==> src/hdl/lsi_pkg.sv <==
// shared types and constants for the limit switch interlock
`default_nettype none

package lsi_pkg;

  // configuration register file
  localparam int unsigned CfgW    = 8;
  localparam int unsigned CfgIdxW = 1;

  localparam logic [CfgIdxW-1:0] RegTripCount    = 1'b0;
  localparam logic [CfgIdxW-1:0] RegReleaseCount = 1'b1;

  localparam logic [CfgW-1:0] TripCountRst    = 8'd3;
  localparam logic [CfgW-1:0] ReleaseCountRst = 8'd20;

  // request codes
  localparam logic ReqTick  = 1'b0;
  localparam logic ReqReset = 1'b1;

  // status of one end switch for the current word
  typedef struct packed {
    logic fired;
    logic lock;
  } end_status_t;

endpackage

`default_nettype wire

==> src/hdl/lsi_if.sv <==
// valid/ready channels for request words and result words
`default_nettype none

interface lsi_in_if;
  logic valid;
  logic ready;
  logic req_type;
  logic cw_level;
  logic ccw_level;
  logic org_level;

  modport source (output valid, req_type, cw_level, ccw_level, org_level, input ready);
  modport sink   (input valid, req_type, cw_level, ccw_level, org_level, output ready);
endinterface

interface lsi_out_if;
  logic valid;
  logic ready;
  logic alarm_active;
  logic cw_blocked;
  logic ccw_blocked;
  logic stop_pulse;
  logic cw_tripped;
  logic ccw_tripped;
  logic origin_pulse;

  modport source (output valid, alarm_active, cw_blocked, ccw_blocked, stop_pulse,
                  cw_tripped, ccw_tripped, origin_pulse, input ready);
  modport sink   (input valid, alarm_active, cw_blocked, ccw_blocked, stop_pulse,
                  cw_tripped, ccw_tripped, origin_pulse, output ready);
endinterface

`default_nettype wire

==> src/hdl/lsi_end.sv <==
// one end switch: trip and release qualifiers with lock and arm flags
`default_nettype none

module lsi_end #(
  parameter int unsigned CounterMax = 255
) (
  input  wire logic                    clk_i,
  input  wire logic                    rst_ni,
  input  wire logic                    step_i,
  input  wire logic                    is_reset_i,
  input  wire logic                    level_i,
  input  wire logic                    alarm_i,
  input  wire logic [lsi_pkg::CfgW-1:0] trip_thr_i,
  input  wire logic [lsi_pkg::CfgW-1:0] rel_thr_i,
  output lsi_pkg::end_status_t         status_o
);

  localparam int unsigned CntW = $clog2(CounterMax + 1);
  localparam int unsigned CmpW = (CntW > lsi_pkg::CfgW) ? CntW : lsi_pkg::CfgW;

  logic [CntW-1:0] trip_q, trip_d, trip_inc;
  logic [CntW-1:0] rel_q, rel_d, rel_inc;
  logic            lock_q, lock_d;
  logic            armed_q, armed_d;
  logic            fired;

  assign trip_inc = (trip_q < CntW'(CounterMax)) ? trip_q + 1'b1 : trip_q;
  assign rel_inc  = (rel_q < CntW'(CounterMax)) ? rel_q + 1'b1 : rel_q;

  always_comb begin
    trip_d  = trip_q;
    rel_d   = rel_q;
    lock_d  = lock_q;
    armed_d = armed_q;
    fired   = 1'b0;
    if (step_i) begin
      if (is_reset_i) begin
        trip_d = '0;
        if (!level_i) begin
          lock_d  = 1'b0;
          armed_d = 1'b1;
          rel_d   = '0;
        end
      end else if (level_i) begin
        rel_d = '0;
        if (armed_q && !lock_q) begin
          trip_d = trip_inc;
          if (CmpW'(trip_inc) >= CmpW'(trip_thr_i)) begin
            lock_d  = 1'b1;
            armed_d = 1'b0;
            fired   = 1'b1;
          end
        end
      end else begin
        trip_d = '0;
        if (!armed_q) begin
          rel_d = rel_inc;
          if (CmpW'(rel_inc) >= CmpW'(rel_thr_i)) begin
            armed_d = 1'b1;
            if (!alarm_i) lock_d = 1'b0;
          end
        end else if (!alarm_i) begin
          lock_d = 1'b0;
        end
      end
    end
  end

  always_ff @(posedge clk_i or negedge rst_ni) begin
    if (!rst_ni) begin
      trip_q  <= '0;
      rel_q   <= '0;
      lock_q  <= 1'b0;
      armed_q <= 1'b1;
    end else begin
      trip_q  <= trip_d;
      rel_q   <= rel_d;
      lock_q  <= lock_d;
      armed_q <= armed_d;
    end
  end

  assign status_o.fired = fired;
  assign status_o.lock  = lock_d;

endmodule

`default_nettype wire

==> src/hdl/limit_switch_interlock.sv <==
// top level of the limit switch interlock
`default_nettype none

// Each request word is either a sample tick or an alarm reset command and
// carries the CW, CCW and origin switch levels. On a tick, an armed and
// unlocked end switch seen high for trip_count consecutive ticks trips: it
// locks its direction, disarms, sets the alarm latch and raises stop_pulse.
// A tripped end re-arms after release_count consecutive low ticks; a lock
// clears on a low tick only while no alarm is latched. CW is handled before
// CCW, so an alarm set by CW on a tick already holds the CCW lock. The origin
// switch gives one origin_pulse after trip_count high ticks and rearms when
// it goes low. A reset command clears the alarm and both trip counters and
// unlocks and re-arms every end whose switch is low in that word. Every
// word gives exactly one result word. A word is held in the input register,
// then all state and the result are updated together into the output
// register, and one word is taken every cycle while the result side keeps
// up; the output register stalls the input side only when a result is
// waiting and not taken. Counters saturate at COUNTER_MAX. Configuration
// writes take effect at once and are meant for idle periods only.
module limit_switch_interlock #(
  parameter int unsigned COUNTER_MAX = 255
) (
  input  wire logic                       clk_i,
  input  wire logic                       rst_ni,
  input  wire logic                       cfg_we_i,
  input  wire logic [lsi_pkg::CfgIdxW-1:0] cfg_idx_i,
  input  wire logic [lsi_pkg::CfgW-1:0]    cfg_data_i,
  lsi_in_if.sink                          in_i,
  lsi_out_if.source                       out_o
);

  localparam int unsigned CntW = $clog2(COUNTER_MAX + 1);
  localparam int unsigned CmpW = (CntW > lsi_pkg::CfgW) ? CntW : lsi_pkg::CfgW;

  // configuration registers
  logic [lsi_pkg::CfgW-1:0] trip_cnt_q, rel_cnt_q;

  always_ff @(posedge clk_i or negedge rst_ni) begin
    if (!rst_ni) begin
      trip_cnt_q <= lsi_pkg::TripCountRst;
      rel_cnt_q  <= lsi_pkg::ReleaseCountRst;
    end else if (cfg_we_i) begin
      unique case (cfg_idx_i)
        lsi_pkg::RegTripCount:    trip_cnt_q <= cfg_data_i;
        lsi_pkg::RegReleaseCount: rel_cnt_q  <= cfg_data_i;
        default: ;
      endcase
    end
  end

  // input register
  logic in_vld_q;
  logic req_q, cw_q, ccw_q, org_q;
  logic adv, fire, is_reset;

  assign adv         = !out_o.valid || out_o.ready;
  assign fire        = in_vld_q && adv;
  assign in_i.ready  = !in_vld_q || adv;
  assign is_reset    = (req_q == lsi_pkg::ReqReset);

  always_ff @(posedge clk_i or negedge rst_ni) begin
    if (!rst_ni) begin
      in_vld_q <= 1'b0;
    end else if (in_i.ready) begin
      in_vld_q <= in_i.valid;
    end
  end

  always_ff @(posedge clk_i) begin
    if (in_i.valid && in_i.ready) begin
      req_q <= in_i.req_type;
      cw_q  <= in_i.cw_level;
      ccw_q <= in_i.ccw_level;
      org_q <= in_i.org_level;
    end
  end

  // end switches, cw first so ccw sees an alarm cw raised on the same tick
  logic                 alarm_q, alarm_d, alarm_mid;
  lsi_pkg::end_status_t cw_st, ccw_st;

  assign alarm_mid = alarm_q || cw_st.fired;

  lsi_end #(.CounterMax(COUNTER_MAX)) u_cw (
    .clk_i      (clk_i),
    .rst_ni     (rst_ni),
    .step_i     (fire),
    .is_reset_i (is_reset),
    .level_i    (cw_q),
    .alarm_i    (alarm_q),
    .trip_thr_i (trip_cnt_q),
    .rel_thr_i  (rel_cnt_q),
    .status_o   (cw_st)
  );

  lsi_end #(.CounterMax(COUNTER_MAX)) u_ccw (
    .clk_i      (clk_i),
    .rst_ni     (rst_ni),
    .step_i     (fire),
    .is_reset_i (is_reset),
    .level_i    (ccw_q),
    .alarm_i    (alarm_mid),
    .trip_thr_i (trip_cnt_q),
    .rel_thr_i  (rel_cnt_q),
    .status_o   (ccw_st)
  );

  // alarm latch
  always_comb begin
    alarm_d = alarm_q;
    if (fire) begin
      if (is_reset) alarm_d = 1'b0;
      else          alarm_d = alarm_mid || ccw_st.fired;
    end
  end

  // origin qualifier, untouched by reset commands
  logic [CntW-1:0] org_cnt_q, org_cnt_d, org_inc;
  logic            org_seen_q, org_seen_d;
  logic            org_fired;

  assign org_inc = (org_cnt_q < CntW'(COUNTER_MAX)) ? org_cnt_q + 1'b1 : org_cnt_q;

  always_comb begin
    org_cnt_d  = org_cnt_q;
    org_seen_d = org_seen_q;
    org_fired  = 1'b0;
    if (fire && !is_reset) begin
      if (org_q) begin
        org_cnt_d = org_inc;
        if ((CmpW'(org_inc) >= CmpW'(trip_cnt_q)) && !org_seen_q) begin
          org_seen_d = 1'b1;
          org_fired  = 1'b1;
        end
      end else begin
        org_cnt_d  = '0;
        org_seen_d = 1'b0;
      end
    end
  end

  always_ff @(posedge clk_i or negedge rst_ni) begin
    if (!rst_ni) begin
      alarm_q    <= 1'b0;
      org_cnt_q  <= '0;
      org_seen_q <= 1'b0;
    end else begin
      alarm_q    <= alarm_d;
      org_cnt_q  <= org_cnt_d;
      org_seen_q <= org_seen_d;
    end
  end

  // result register
  logic out_vld_q;
  logic alarm_o_q, cw_blk_q, ccw_blk_q, stop_q, cw_trip_q, ccw_trip_q, org_pulse_q;

  always_ff @(posedge clk_i or negedge rst_ni) begin
    if (!rst_ni) begin
      out_vld_q <= 1'b0;
    end else if (adv) begin
      out_vld_q <= in_vld_q;
    end
  end

  always_ff @(posedge clk_i) begin
    if (fire) begin
      alarm_o_q   <= alarm_d;
      cw_blk_q    <= cw_st.lock;
      ccw_blk_q   <= ccw_st.lock;
      stop_q      <= cw_st.fired || ccw_st.fired;
      cw_trip_q   <= cw_st.fired;
      ccw_trip_q  <= ccw_st.fired;
      org_pulse_q <= org_fired;
    end
  end

  assign out_o.valid        = out_vld_q;
  assign out_o.alarm_active = alarm_o_q;
  assign out_o.cw_blocked   = cw_blk_q;
  assign out_o.ccw_blocked  = ccw_blk_q;
  assign out_o.stop_pulse   = stop_q;
  assign out_o.cw_tripped   = cw_trip_q;
  assign out_o.ccw_tripped  = ccw_trip_q;
  assign out_o.origin_pulse = org_pulse_q;

  // a trip always shows up with its lock and the alarm
  a_trip_locks: assert property (@(posedge clk_i) disable iff (!rst_ni)
    out_o.valid && (out_o.cw_tripped || out_o.ccw_tripped) |->
      out_o.alarm_active && (!out_o.cw_tripped || out_o.cw_blocked) &&
      (!out_o.ccw_tripped || out_o.ccw_blocked))
    else $error("trip without lock or alarm");

  // the alarm latch only drops on a reset command
  a_alarm_clear: assert property (@(posedge clk_i) disable iff (!rst_ni)
    $fell(alarm_q) |-> $past(fire && is_reset))
    else $error("alarm cleared without reset command");

  // a reset command produces no pulses and leaves the alarm clear
  a_reset_quiet: assert property (@(posedge clk_i) disable iff (!rst_ni)
    fire && is_reset |=>
      !out_o.stop_pulse && !out_o.origin_pulse && !out_o.alarm_active)
    else $error("pulse on reset command");

  // the stop pulse covers exactly the two end trips
  a_stop_pulse: assert property (@(posedge clk_i) disable iff (!rst_ni)
    out_o.valid |-> (out_o.stop_pulse == (out_o.cw_tripped || out_o.ccw_tripped)))
    else $error("stop pulse mismatch");

endmodule

`default_nettype wire

==> src/flat_wrapper.sv <==
// flat-port wrapper written by rule: the top's interface ports become plain ports
module limit_switch_interlock_flat 
#(
  parameter int unsigned COUNTER_MAX = 255
)
  (clk_i, rst_ni, cfg_we_i, cfg_idx_i, cfg_data_i, in_i_valid, in_i_req_type, in_i_cw_level, in_i_ccw_level, in_i_org_level, in_i_ready, out_o_valid, out_o_alarm_active, out_o_cw_blocked, out_o_ccw_blocked, out_o_stop_pulse, out_o_cw_tripped, out_o_ccw_tripped, out_o_origin_pulse, out_o_ready);
  lsi_in_if in_i_i ();
  lsi_out_if out_o_i ();
  input  wire logic clk_i;
  input  wire logic rst_ni;
  input  wire logic cfg_we_i;
  input  wire logic [lsi_pkg::CfgIdxW-1:0] cfg_idx_i;
  input  wire logic [lsi_pkg::CfgW-1:0] cfg_data_i;
  input wire logic [$bits(in_i_i.valid)-1:0] in_i_valid;
  input wire logic [$bits(in_i_i.req_type)-1:0] in_i_req_type;
  input wire logic [$bits(in_i_i.cw_level)-1:0] in_i_cw_level;
  input wire logic [$bits(in_i_i.ccw_level)-1:0] in_i_ccw_level;
  input wire logic [$bits(in_i_i.org_level)-1:0] in_i_org_level;
  output wire logic [$bits(in_i_i.ready)-1:0] in_i_ready;
  output wire logic [$bits(out_o_i.valid)-1:0] out_o_valid;
  output wire logic [$bits(out_o_i.alarm_active)-1:0] out_o_alarm_active;
  output wire logic [$bits(out_o_i.cw_blocked)-1:0] out_o_cw_blocked;
  output wire logic [$bits(out_o_i.ccw_blocked)-1:0] out_o_ccw_blocked;
  output wire logic [$bits(out_o_i.stop_pulse)-1:0] out_o_stop_pulse;
  output wire logic [$bits(out_o_i.cw_tripped)-1:0] out_o_cw_tripped;
  output wire logic [$bits(out_o_i.ccw_tripped)-1:0] out_o_ccw_tripped;
  output wire logic [$bits(out_o_i.origin_pulse)-1:0] out_o_origin_pulse;
  input wire logic [$bits(out_o_i.ready)-1:0] out_o_ready;
  assign in_i_i.valid = in_i_valid;
  assign in_i_i.req_type = in_i_req_type;
  assign in_i_i.cw_level = in_i_cw_level;
  assign in_i_i.ccw_level = in_i_ccw_level;
  assign in_i_i.org_level = in_i_org_level;
  assign in_i_ready = in_i_i.ready;
  assign out_o_valid = out_o_i.valid;
  assign out_o_alarm_active = out_o_i.alarm_active;
  assign out_o_cw_blocked = out_o_i.cw_blocked;
  assign out_o_ccw_blocked = out_o_i.ccw_blocked;
  assign out_o_stop_pulse = out_o_i.stop_pulse;
  assign out_o_cw_tripped = out_o_i.cw_tripped;
  assign out_o_ccw_tripped = out_o_i.ccw_tripped;
  assign out_o_origin_pulse = out_o_i.origin_pulse;
  assign out_o_i.ready = out_o_ready;
  limit_switch_interlock #(.COUNTER_MAX(COUNTER_MAX)) u_core (.clk_i(clk_i), .rst_ni(rst_ni), .cfg_we_i(cfg_we_i), .cfg_idx_i(cfg_idx_i), .cfg_data_i(cfg_data_i), .in_i(in_i_i), .out_o(out_o_i));
endmodule
==> config.mk <==
export PLATFORM = sky130hd
export DESIGN_NAME = limit_switch_interlock_flat
export DESIGN_NICKNAME = d
export VERILOG_FILES = /design/src/hdl/lsi_pkg.sv /design/src/hdl/lsi_if.sv /design/src/hdl/lsi_end.sv /design/src/hdl/limit_switch_interlock.sv /design/src/flat_wrapper.sv
export SDC_FILE = /design/constraint.sdc
export NUM_CORES = 1
export LEC_CHECK = 0
export BUFFER_PORTS_ARGS = -buffer_cell sky130_fd_sc_hd__buf_2
export CORE_ASPECT_RATIO = 1.2
export CORE_MARGIN = 10
export CORE_UTILIZATION = 55
export DETAILED_ROUTE_END_ITERATION = 6
export GPL_ROUTABILITY_DRIVEN = 0
export PLACE_DENSITY = 0.73
export SLEW_MARGIN = 20
export SYNTH_ARGS = -nofsm -noshare
export SYNTH_HDL_FRONTEND = slang
export SYNTH_HIERARCHICAL = 1
export SYNTH_SLANG_ARGS = --single-unit
==> constraint.sdc <==
create_clock -name clk_i -period 6.1 [get_ports clk_i]
set_clock_uncertainty 0.1 [all_clocks]
set_input_delay 0 -clock clk_i [delete_from_list [all_inputs] [get_ports clk_i]]
set_output_delay 0 -clock clk_i [all_outputs]
set_load 0.01 [all_outputs]
## After elaboration in Yosys (flattened, before gate mapping)

Index checks and enable logic that the tools add are counted.

| word-level totals | value |
|---|---|
| register bits after elaboration | 75 |
| input port bits | 18 |
| output and inout port bits | 9 |

| cells by class | value |
|---|---|
| magnitude comparators | 10 |
| add/sub/neg operators | 5 |
| bitwise operators | 1 |
| reductions and logical operators | 27 |
| mux-type cells | 67 |
| equal/unequal tests | 11 |

Operators with widths:

| cell | number |
|---|---|
| 8-bit two-way mux | 20 |
| 1-bit two-way mux | 47 |
| 8-bit by 1-bit adder with 8-bit output, second input constant | 5 |
| 8-bit greater-or-equal comparator | 5 |
| 8-bit less-than comparator, second input constant | 5 |
| 2-bit inequality test, second input constant | 7 |
| 2-bit AND reduction | 6 |
| 4-bit AND reduction | 2 |
| 1-bit logical AND | 6 |
| 1-bit zero test | 6 |
| 3-bit by 1-bit inequality test with 1-bit output, second input constant | 2 |
| 3-bit by 2-bit inequality test with 1-bit output, second input constant | 2 |
| 3-bit AND reduction | 2 |
| 1-bit logical OR | 5 |
| 1-bit inverter | 1 |

## Depth between registers and ports, before layout

Gate-level depths: netlist (run 1).

| depth | value |
|---|---|
| depth after elaboration | 15 |
| mapped depth | 17 |

## Hierarchy

The synthesis (run 1) kept the hierarchy.

By module, submodules not included:

| module | times used | area an instance (um^2) | cells an instance |
|---|---|---|---|
| limit_switch_interlock | 1 | 1875.5 | 165 |
| lsi_end at u_core.u_ccw | 1 | 1606.5 | 186 |
| lsi_end at u_core.u_cw | 1 | 1591.5 | 184 |

## Least setup slack after synthesis (run 1)

OpenSTA, ideal clock, no wires.

| timing path | value |
|---|---|
| path type | register -> register |
| start point | reg u_core.u_cw.trip_q[0] |
| end point | reg u_core.ccw_blk_q, in the netlist u_core/out_o.ccw_blocked, data pin |
| data arrival time | 3.193 ns |
| period minus slack after synthesis | 3.544 ns |
| path slack | 2.556 ns |
| required time | 5.749 ns |
| setup time | 0.251 ns |
| buffers on the path | 2 |
| stages on the path, launching flop included | 17 |
| path through | dfrtp_1 > ha_1 > and4_1 > nand4_2 > xnor2_1 > ha_1 > nand2b_1 > a2111oi_0 > o311a_1 > nor4_1 > buf_4 > or2_2 > nor2_1 > o21ai_0 > nor2_1 > nor2_1 > buf_4 |

| between the ends | value |
|---|---|
| longest elaborated chain between the ends | 15 |
| elaborated cells between the ends (all ways) | 16 |

RTL lines:

| element | RTL line | source |
|---|---|---|
| start, declared | lsi_end.sv:21 | `logic [CntW-1:0] trip_q, trip_d, trip_inc;` |
| start signal, assigned | lsi_end.sv:76 | `trip_q <= trip_d;` |
| 8-bit by 1-bit adder with 8-bit output / 8-bit less-than comparator (equally long branches) | lsi_end.sv:27 | `assign trip_inc = (trip_q < CntW'(CounterMax)) ? trip_q + 1'b1 : trip_q;` |
| 8-bit two-way mux * | lsi_end.sv:27 |  |
| 8-bit greater-or-equal comparator * | lsi_end.sv:48 | `if (CmpW'(trip_inc) >= CmpW'(trip_thr_i)) begin` |
| 1-bit two-way mux * | lsi_end.sv:48 |  |
| 1-bit two-way mux * | lsi_end.sv:46 | `if (armed_q && !lock_q) begin` |
| 1-bit two-way mux * | lsi_end.sv:44 | `end else if (level_i) begin` |
| 1-bit two-way mux * | lsi_end.sv:37 | `if (is_reset_i) begin` |
| 1-bit two-way mux * | lsi_end.sv:36 | `if (step_i) begin` |
| named net u_core.u_cw.fired | lsi_end.sv:25 | `logic fired;` |
| [1 not listed] | - |  |
| named net u_core.alarm_mid | limit_switch_interlock.sv:79 | `logic alarm_q, alarm_d, alarm_mid;` |
| 1-bit two-way mux * | lsi_end.sv:60, lsi_end.sv:62 |  |
| 1-bit two-way mux | lsi_end.sv:58 | `if (CmpW'(rel_inc) >= CmpW'(rel_thr_i)) begin` |
| 1-bit two-way mux * | lsi_end.sv:56 | `if (!armed_q) begin` |
| 1-bit two-way mux * | lsi_end.sv:44 |  |
| 1-bit two-way mux * | lsi_end.sv:37 |  |
| 1-bit two-way mux * | lsi_end.sv:36 |  |
| named net u_core.u_ccw.lock_d | lsi_end.sv:23 | `logic lock_q, lock_d;` |
| end signal, assigned | limit_switch_interlock.sv:170 | `ccw_blk_q <= ccw_st.lock;` |
| end, declared | limit_switch_interlock.sv:156 | `logic alarm_o_q, cw_blk_q, ccw_blk_q, stop_q, cw_trip_q, ccw_trip_q, org_pulse_q;` |

The timed path passes the listed nets; every way through them passes the cells marked *.
A chain may end at the register's enable or synchronous reset.

==> impl_results.md, run 1 <==
- Tot GR Track Use: 0.1690
- Die area: between 0.01 and 0.015 mm^2
- Commonest non-fill, non-tap cell in the layout: dfrtp_1
- Outcome: finished clean
- CORE AREA: 0.009034 mm^2
- RSZ-0062 raised after global routing: no
- Comb pwr share: 0.206
- Crit end category: flip-flop
- Max Slew Vio Count: 0
- Crit path cell chain: ha_1, and4_1, nand4_2, xnor2_1, ha_1, nand2b_1, a2111oi_0, o311a_1, nor4_1, or2_2, nor2_1, o21ai_0, nor2_1, nor2_1
- Multiplexer share of the synthesized area: 0.04538
- Number of remaining DRC errors: 0
- Share of cells above drive strength 1: 0.1655
- Min Tclk post-route: ~3700 ps
- Skew-Pair Late Insertion Delay: 350 ps
- First-pass GRT wire length: 19060 um
- Final core occ: 0.6190
- Area grow syn2layout: 10.21%
- Simple-gate portion of the synthesized area: 0.1795
- DR WL met2: 5525 um
- Net Sw Power: about 0.00039 W
- CTS Sinks: 75
- Detail Placement HPWL: about 8200 um
- Resized cells post-CTS: 0
- CP Launch Type: flip-flop
- Post-DP Area: 0.005233 mm^2
- Commonest non-fill, non-tap cells in the layout: dfrtp_1 (58), ha_1 (45), inv_1 (43)
- WS Path Type: reg2reg
- CP arrival: about 3700 ps
- Routed length on met3: approximately 460 um
- Hold_ws: slightly below 40 ps
- Starting DRC count in detailed routing: approximately 190
- Hold Path Depth: 4
- Top Metal Used: met4
- Post-DR wirelength/cell: between 15 and 20 um
- Net Sw Frac: 0.3054
- Vias per cell: 5.856
- Top_reg_cell synth: dfrtp_1
- PwrDens: between 200 and 250 mW/mm^2
- Inserted Clock Buffers: 9
- HP Class: in2reg
- CTS root buf: clkbuf_8
- CTS Buffer Depth: 2
- Largest family of logic cells by synthesized area: compound AO/OA/AOI/OAI gates
- Headroom to the max-slew limit: 0.4336
- Synthesized area: 0.005074 mm^2
- Synth Area in Compound Gates: 0.1988
- Worst reg2reg startpoint: u_core/u_cw/trip_q[0]
- Number of synthesized flops with an enable pin: 11
- Die H: 125.2 um
- Pint: about 0.00088 W
- Non-Filler Instances: a little under 700
- Fin. Hold Viols: 0
- Depth of the CTS H-tree: 3
- Global route overflow: 0
- Clock slew at reported path FFs: about 80 ps
- Clock power share: 0.314
- Total Neg Setup Slack: 0 ps
- Via count: 4064
- Post-CTS setup buffers: 0
- Peak VDD IR: 0.1421 mV
- Synthesized flop and latch total: 75
- Yosys cell types: 73
- HP Start: cfg_idx_i
- Min-Delay Endpoint: u_core/trip_cnt_q[1]
- Diode count: 0
- F_max: between 200 and 300 MHz
- Setup Viol. Count Final: 0
- Vias in the first global route: about 4000
- Yosys warning total: 6
- Port bufs: 26
- Final worst path period share: 0.5989
- Placed insts: about 660
- Rows: 38
- FFs w/ async S/R, synth: 0.8533
- Leakage: between 2 and 3 nW
- Slew @ Worst Pin: between 800 and 900 ps
- Largest net degree at the start of global routing: 65
- R2r endpoint: u_core/out_o.ccw_blocked
- Syn Inst Count: 535
- XOR/XNOR Fraction of Synth Area: 0.02244
- R2R depth: 14
- Post-Route WL: around 11000 um
- Pre-Repair DR Iteration Count: 4
- Avg Inst Size Synth: around 9.5 um^2
- Die Wd: approximately 110 um
- Max stage delay cell, worst path: dfrtp_1
- Adder-Cell Fraction of Synth Area: 0.1110
- CTS tree: yes
- Syn_nets: about 600
- Antenna viol nets, final: 0
- CP max FO: 7
- Register area share after synthesis: 0.3822
- Starting Density: 0.5616
- Most frequent CP cell: nor2_1
- IO Pins: 27
- Register share of total power: 0.480
- Max-Cap Viols: 0
- Reg2reg setup slack: 2450 ps
- Met1 Wirelength: slightly below 5000 um
- Antenna violations before repair: 0
- CP peak stage delay: 420 ps
- Nets: 632
- Final Instance Area: about 0.0056 mm^2
- WP data required: 6100 ps
[flip-flops by register name, indices dropped and copies added (netlist names), 8 cells and up]
signal               cells
u_core/u_cw/rel_q        8
u_core/u_cw/trip_q       8
u_core/rel_cnt_q         8
u_core/trip_cnt_q        8
u_core/u_ccw/trip_q      8
u_core/u_ccw/rel_q       8
u_core/org_cnt_q         8
[logic make-up (layout without fill, tap and decap cells)]
group,after synthesis,after routing
AOI/OAI and AO/OA,144,144
muxes,21,21
DFF,75,75
buffers and inverters,65,104
adders and majority gates,45,45
xor gates and xnor gates,13,13
and+or+nand+nor,172,172
[worst max-delay path by stage]
stage	slack [ps]	from	to	cells after the start
floorplan	2560	u_core/u_cw/trip_q[0]	u_core/out_o.ccw_blocked	16
global placement	2550	u_core/u_cw/trip_q[0]	u_core/out_o.ccw_blocked	14
detailed placement	2490	u_core/u_cw/trip_q[0]	u_core/out_o.ccw_blocked	14
CTS	2490	u_core/u_cw/trip_q[0]	u_core/out_o.ccw_blocked	14
global route	2120	u_core/u_cw/trip_q[0]	u_core/out_o.ccw_blocked	14
finish	2450	u_core/u_cw/trip_q[0]	u_core/out_o.ccw_blocked	14
[critical path: cells and delay by family, from the launching register on]
kind / cells / cell delay [ps]
fa+ha+maj: 2 / 530
compound gates: 3 / 790
flops: 1 / 420
xor+xnor: 1 / 210
simple gates: 8 / 1360
[power groups by stage]
stage	Clock (W)	Sequential (W)	Combinational, W
2_1_floorplan	0	0.000596	0.000197
3_3_place_gp	0	0.000616	0.000240
3_5_place_dp	0	0.000618	0.000253
4_1_cts	0.000409	0.000608	0.000262
5_1_grt	0.000428	0.000616	0.000304
6_report	0.000398	0.000608	0.000261
[per-stage QoR]
stage | power, W | worst slack (ps)
after floorplan | 0.0007932 | 2556
after global placement | 0.0008561 | 2546
after detailed placement | 0.0008702 | 2492
after CTS | 0.001279 | 2488
after global routing | 0.001348 | 2116
final | 0.001267 | 2447
[Yosys cell counts, types with 8 or more instances]
master | count | area share
a21oi_1 | 34 | 0.034
a22o_1 | 12 | 0.021
a31oi_1 | 9 | 0.011
and3_1 | 8 | 0.0099
dfrtp_1 | 58 | 0.29
edfxtp_1 | 11 | 0.065
ha_1 | 45 | 0.11
inv_1 | 43 | 0.032
mux2_2 | 16 | 0.036
nand2_1 | 38 | 0.028
nand2b_1 | 12 | 0.015
nand3_1 | 18 | 0.018
nand4_1 | 10 | 0.012
nor2_1 | 43 | 0.032
nor3_1 | 8 | 0.0079
o21a_1 | 9 | 0.013
o21ai_0 | 27 | 0.027
xnor2_1 | 9 | 0.016
[routing by layer]
metal | global-route usage | up-vias
li1 | - | 2012
met4 | 0.07874 | 0
met3 | 0.02826 | 16
met1 | 0.2071 | 1948
met5 | 0 | -
met2 | 0.2809 | 88
[layout make-up]
cell class / instances / area (um^2)
fill: 754 / 3442
clock inverter: 6 / 71.32
sequential: 75 / 1939
multi-input combinational: 395 / 2829
clock buffer: 10 / 137.6
tap: 120 / 150.1
timing repair buffer: 43 / 295.3
inverter: 45 / 168.9
[what timing repair did]
action | CTS | global route
hold buffers | 15 | 0
endpoints found under the hold margin | 83 | 0
setup endpoints to repair | 0 | 0
Power figures use the tool's default switching activity.
==> run 2, diff against run 1 <==
clock period = 3.4 ns   (was 6.1 ns; I/O delays follow)
==> run 2 against run 1 <==
Sequential power increased by 79%. Utilization increased by 2.9 points. Worst setup slack got worse by 2300 ps. Die area unchanged. Via count increased by 2.6%. Global-route usage increased by 0.80 points. Cell area increased by 4.7%.
==> impl_results.md, run 2 (same netlist as run 1, synthesis figures left out) <==
- WP data required: 3360 ps (-2740 ps)
- Headroom to the max-slew limit: 0.3473 (-0.08625)
- Min Tclk post-route: 3249 ps (-404.1 ps)
- Global route overflow: 0 (unchanged)
- CP peak stage delay: 420 ps (about the same)
- Fin. Hold Viols: 0 (unchanged)
- F_max: 307.8 MHz (+12%)
- Post-DR wirelength/cell: 16.17 um (+1.8%)
- Via count: 4169 (+2.6%)
- Pre-CTS setup slack: 73.66 ps (-2418 ps)
- Antenna viol nets, final: 0 (unchanged)
- Die area: 0.01348 mm^2 (unchanged)
- Crit path cell chain: ha_1, and4_2, a41oi_2, nand3_2, xnor2_1, ha_1, and3_1, a221oi_1, o21ai_1, nand2_1, nor2_1, or2_2, a21oi_1, a21oi_1
- Vias per cell: 5.839 (-0.29%)
- CTS tree: yes
- Diode count: 0 (unchanged)
- Starting Density: 0.5616 (unchanged)
- Commonest non-fill, non-tap cells in the layout: dfrtp_1 (57), ha_1 (44), inv_1 (43)
- Worst Path Buf+Inv: 0 (unchanged)
- Nets: 652 (+3.2%)
- Number of remaining DRC errors: 0 (unchanged)
- Total Neg Setup Slack: 0 ps (unchanged)
- Inserted Clock Buffers: 9 (unchanged)
- Crit end category: flip-flop
- Clock slew at reported path FFs: 90 ps (about the same)
- Worst path top cell family by delay: simple AND/OR/NAND/NOR gates
- CP Launch Type: flip-flop
- PwrDens: 390.3 mW/mm^2 (+72%)
- Slew @ Worst Pin: 979.0 ps (+131.1 ps)
- Max-Cap Viols: 0 (unchanged)
- RSZ-0062 raised after global routing: no
- Post-Route WL: 11550 um (+4.7%)
- CORE AREA: 0.009034 mm^2 (unchanged)
- Detail Placement HPWL: 8309 um (+1.3%)
- Outcome: finished clean
- Peak VDD IR: 0.2262 mV (+59%)
- Max Slew Vio Count: 0 (unchanged)
- Vias in the first global route: 4157 (+3.4%)
- CTS root buf: clkbuf_8
- Max stage delay cell, worst path: dfrtp_1
- Area grow syn2layout: 15.41%
- IO Pins: 27 (unchanged)
- Leakage: 2.653 nW (+4.0%)
- WS Path Type: reg2reg
- Pre-Repair DR Iteration Count: 5 (+1)
- First-pass GRT wire length: 19850 um (+4.1%)
- Depth of the CTS H-tree: 3 (unchanged)
- Starting DRC count in detailed routing: 242 (+25%)
- Antenna violations before repair: 0 (unchanged)
- HP Class: in2reg
- Largest net degree at the start of global routing: 44 (-32%)
- CTS Sinks: 75 (unchanged)
- CTS Buffer Depth: 2 (unchanged)
- Die Wd: 107.7 um (unchanged)
- PnR worst setup slack: 151.0 ps (-2296 ps)
- Tot GR Track Use: 0.1770 (+0.007962)
- Port bufs: 26 (unchanged)
- Skew-Pair Late Insertion Delay: 360 ps (about the same)
- Final worst path period share: 0.9556 (+0.3567)
- Die H: 125.2 um (unchanged)
- Rows: 38 (unchanged)
- Setup Viol. Count Final: 0 (unchanged)
- Share of cells above drive strength 1: 0.1953 (+0.02978)
- CP arrival: 3210 ps (-450 ps)
- CP max FO: 4 (-3)
- Commonest non-fill, non-tap cell in the layout: dfrtp_1
[run 2: cell count changes in the layout (fill, tap and decap cells not counted), moves of 2 or more]
cell and delta:
a2111oi_0 -2, a2111oi_4 +2, buf_4 +11, and4_1 -2, dlygate4sd3_1 +9
[run 2: report_power, final]
part           leakage [nW]  internal, W  switching [W]  total, W
registers             0.940     0.000993      0.0000968   0.00109
logic                  1.62     0.000265       0.000273  0.000538
clock network        0.0908     0.000292       0.000365  0.000657
[run 2: per-layer routing]
metal	vias to the layer above	GRT usage	wire, um
li1	2053	-	-
met1	2015	0.2212	5114
met2	86	0.3009	5837
met3	15	0.02415	404
met4	0	0.06457	191
met5	-	0	0
[run 2: metrics by stage]
stage	utilization	hold WS, ps	area [um^2]	power, W	cells
detailed placement	0.5895	78.57	5325	0.001573	672
finish	0.6482	29.10	5856	0.002285	714
global route	0.6482	31.71	5856	0.002424	714
global placement	0.5895	78.23	5325	0.001548	672
floorplan	-	-395.6	5099	0.001428	535
CTS	0.6367	4.591	5752	0.002258	712
[run 2: repair_timing]
item / CTS / global route
resized for setup: 0 / 14
setup buffers: 0 / 2
hold buffers: 24 / 0
endpoints found under the setup margin: 0 / 4
hold endpoints to repair: 64 / 0
[run 2: worst reg2reg max path: cells and delay by family, from the launching register on]
kind	cells	cell delay, ps
adders and majority gates	2	470
AOI/OAI and AO/OA	5	780
DFF	1	420
and+or+nand+nor	6	1040
xor gates and xnor gates	1	150
[run 2: final timing paths]
kind,start,end,cells past startpoint,slack [ps]
max reg2reg,u_core/u_ccw/trip_q[1],u_core/out_o.alarm_active,14,150
max in group asynchronous,rst_ni,u_core/u_ccw/armed_q,3,2030
max,u_core/u_ccw/trip_q[1],u_core/out_o.alarm_active,14,150
min,cfg_idx_i,u_core/trip_cnt_q[3],3,30
min in group asynchronous,rst_ni,u_core/u_ccw/rel_q[3],2,230
min reg2reg,u_core/in_vld_q,u_core/out_o.valid,1,440
[run 2: layout make-up]
cell class	count	area [um^2]
Clock buffer	10	137.6
Inverter	45	168.9
Fill cell	710	3178
Timing Repair Buffer	63	467.9
Tap cell	120	150.1
Clock inverter	6	48.80
Sequential cell	75	1941
Multi-Input combinational cell	395	2942
==> run 3, diff against run 2 <==
CORE_UTILIZATION = 62   (was 55)
PLACE_DENSITY = 0.81   (was 0.73)
==> run 3 against run 2 <==
Die area fell by 9.4%. First-iteration DRC count shrank 13%. Critical path depth is 3 lower. Power grew 2.6%. Clock power rose by 14%. Global-route usage is 1.8 points higher. Fmax fell by 3.5%.
==> impl_results.md, run 3 (same netlist as run 1, synthesis figures left out) <==
- Net Sw Power: 0.0006942 W (-5.5%)
- Global route overflow: 0 (unchanged)
- Fillers: 606 (-15%)
- CTS Buffer Depth: 2 (unchanged)
- Final Instance Area: 0.005746 mm^2 (-1.9%)
- Register share of total power: 0.464 (-0.013)
- Area grow syn2layout: 13.24%
- Commonest non-fill, non-tap cell in the layout: dfrtp_1
- CORE AREA: 0.008063 mm^2 (-11%)
- Most frequent CP cell: a21oi_1
- Peak VDD IR: 0.3089 mV (+37%)
- Diode count: 0 (unchanged)
- Fin. Hold Viols: 0 (unchanged)
- Storage element area: 0.001941 mm^2 (unchanged)
- Final worst path period share: 0.9898 (+0.03421)
- Nets: 645 (-1.1%)
- RSZ-0062 raised after global routing: yes
- IO Pins: 27 (unchanged)
- Largest net degree at the start of global routing: 41 (-6.8%)
- Inserted Clock Buffers: 9 (unchanged)
- Pre-Repair DR Iteration Count: 5 (unchanged)
- Outcome: finished clean
- Worst path top cell family by delay: compound AO/OA/AOI/OAI gates
- Net Sw Frac: 0.2960 (-0.02557)
- Antenna viol nets, final: 0 (unchanged)
- Vias in the first global route: 4307 (+3.6%)
- CP arrival: 3320 ps (+110 ps)
- Comb pwr share: 0.217 (-0.018)
- Starting DRC count in detailed routing: 210 (-13%)
- Starting Density: 0.6293 (+0.06763)
- CP Launch Type: flip-flop
- Area of the multi-input gates: 0.002912 mm^2 (-1.0%)
- Pint: 0.001651 W (+6.5%)
- HP Class: in2reg
- Leakage: 2.644 nW (-0.32%)
- Setup Viol. Count Final: 0 (unchanged)
- Tot GR Track Use: 0.1952 (+0.01824)
- Die H: 119.1 um (-4.9%)
- First-pass GRT wire length: 19700 um (-0.77%)
- Post-DP Area: 0.005291 mm^2 (-0.63%)
- Rows: 36 (-5.3%)
- Depth of the CTS H-tree: 3 (unchanged)
- CTS root buf: clkbuf_8
- Antenna violations before repair: 0 (unchanged)
- Share of cells above drive strength 1: 0.1959 (+0.0006252)
- Skew-Pair Late Insertion Delay: 360 ps (about the same)
- Power Total: 0.002346 W (+2.6%)
- CP peak stage delay: 400 ps (-20 ps)
- PwrDens: 408.3 mW/mm^2 (+4.6%)
- Via count: 4213 (+1.1%)
- Worst Path Buf+Inv: 0 (unchanged)
- WS Path Type: reg2reg
- Port bufs: 26 (unchanged)
- F_max: 297.2 MHz (-3.5%)
- Slew @ Worst Pin: 939.2 ps (-39.76 ps)
- Die area: 0.01222 mm^2 (-9.4%)
- Headroom to the max-slew limit: 0.3738 (+0.02651)
- Post-DR wirelength/cell: 16.85 um (+4.2%)
- Commonest non-fill, non-tap cells in the layout: dfrtp_1 (57), ha_1 (44), inv_1 (43), nor2_1 (43), nand2_1 (38)
- Die Wd: 102.6 um (-4.7%)
- Clock slew at reported path FFs: 70 ps (-20 ps)
- Detail Placement HPWL: 8173 um (-1.6%)
- Crit end category: flip-flop
- Max-Cap Viols: 0 (unchanged)
- Post-Route WL: 11500 um (-0.44%)
- CTS tree: yes
- Max Slew Vio Count: 0 (unchanged)
- WP data required: 3360 ps (about the same)
- CTS Sinks: 75 (unchanged)
- Clock power share: 0.319 (+0.031)
- Vias per cell: 6.177 (+5.8%)
- Min Tclk post-route: 3365 ps (+116.3 ps)
- Crit path cell chain: ha_4, and4_4, nand4_4, mux2_4, ha_1, a2111oi_2, o311a_1, nor4_2, or2_2, a21oi_1, a21oi_1
- Max stage delay cell, worst path: dfrtp_1
- Number of remaining DRC errors: 0 (unchanged)
- CP max FO: 5 (+1)
run 3: area by class of cell:
type                    count  share of cell area
clock inverters             5             0.01372
flip-flops and latches     75              0.3378
multi-input cells         395              0.5068
well taps                  95             0.02069
inverters                  45             0.02940
clock buffers              11             0.02287
repair buffers             56             0.06882
run 3: worst paths after layout:
kind,from,slack (ps),cells past startpoint,to
setup / recovery,u_core/u_cw/trip_q[0],30,11,u_core/out_o.alarm_active
hold / removal,cfg_idx_i,20,4,u_core/trip_cnt_q[7]
setup reg to reg,u_core/u_cw/trip_q[0],30,11,u_core/out_o.alarm_active
hold reg to reg,u_core/in_vld_q,450,1,u_core/out_o.valid
max in group asynchronous,rst_ni,2050,3,u_core/trip_cnt_q[0]
min in group asynchronous,rst_ni,220,2,u_core/alarm_q
run 3: power by group through the flow:
stage / Combinational [W] / Clock (W) / Sequential [W]
after floorplan: 0.000356 / 0 / 0.00107
after global placement: 0.000441 / 0 / 0.00110
after detailed placement: 0.000467 / 0 / 0.00110
after CTS: 0.000485 / 0.000756 / 0.00108
after global routing: 0.000573 / 0.000804 / 0.00110
final: 0.000510 / 0.000749 / 0.00109
run 3: what timing repair did:
item,CTS,global route
buffers inserted,0,3
resized for setup,0,14
hold buffers,16,0
hold endpoints to repair,61,0
setup endpoints to repair,0,4
run 3: routing by layer:
layer / track usage / wire length [um]
met1: 0.2400 / 5065
met4: 0.08216 / 270
met2: 0.3208 / 5657
met5: 0 / 0
met3: 0.04106 / 502
run 3: worst reg2reg max path: stages, from the launching register on:
cell,delay [ps]
dfrtp_1,400
ha_4,180
and4_4,280
nand4_4,170
mux2_4,340
ha_1,290
a2111oi_2,390
o311a_1,300
nor4_2,70
or2_2,340
a21oi_1,150
a21oi_1,70
run 3: per-stage QoR:
stage / TNS (ps) / cells / setup WS, ps / util / hold slack [ps]
6_report: 0 / 682 / 34.72 / 0.7126 / 16.38
5_1_grt: -145.9 / 682 / -73.48 / 0.7126 / 36.23
4_1_cts: 0 / 679 / 0.03242 / 0.7022 / 12.06
3_5_place_dp: 0 / 647 / 11.97 / 0.6563 / 78.15
3_3_place_gp: 0 / 647 / 109.0 / 0.6563 / 77.81
2_1_floorplan: 0 / 535 / 21.28 / - / -395.6
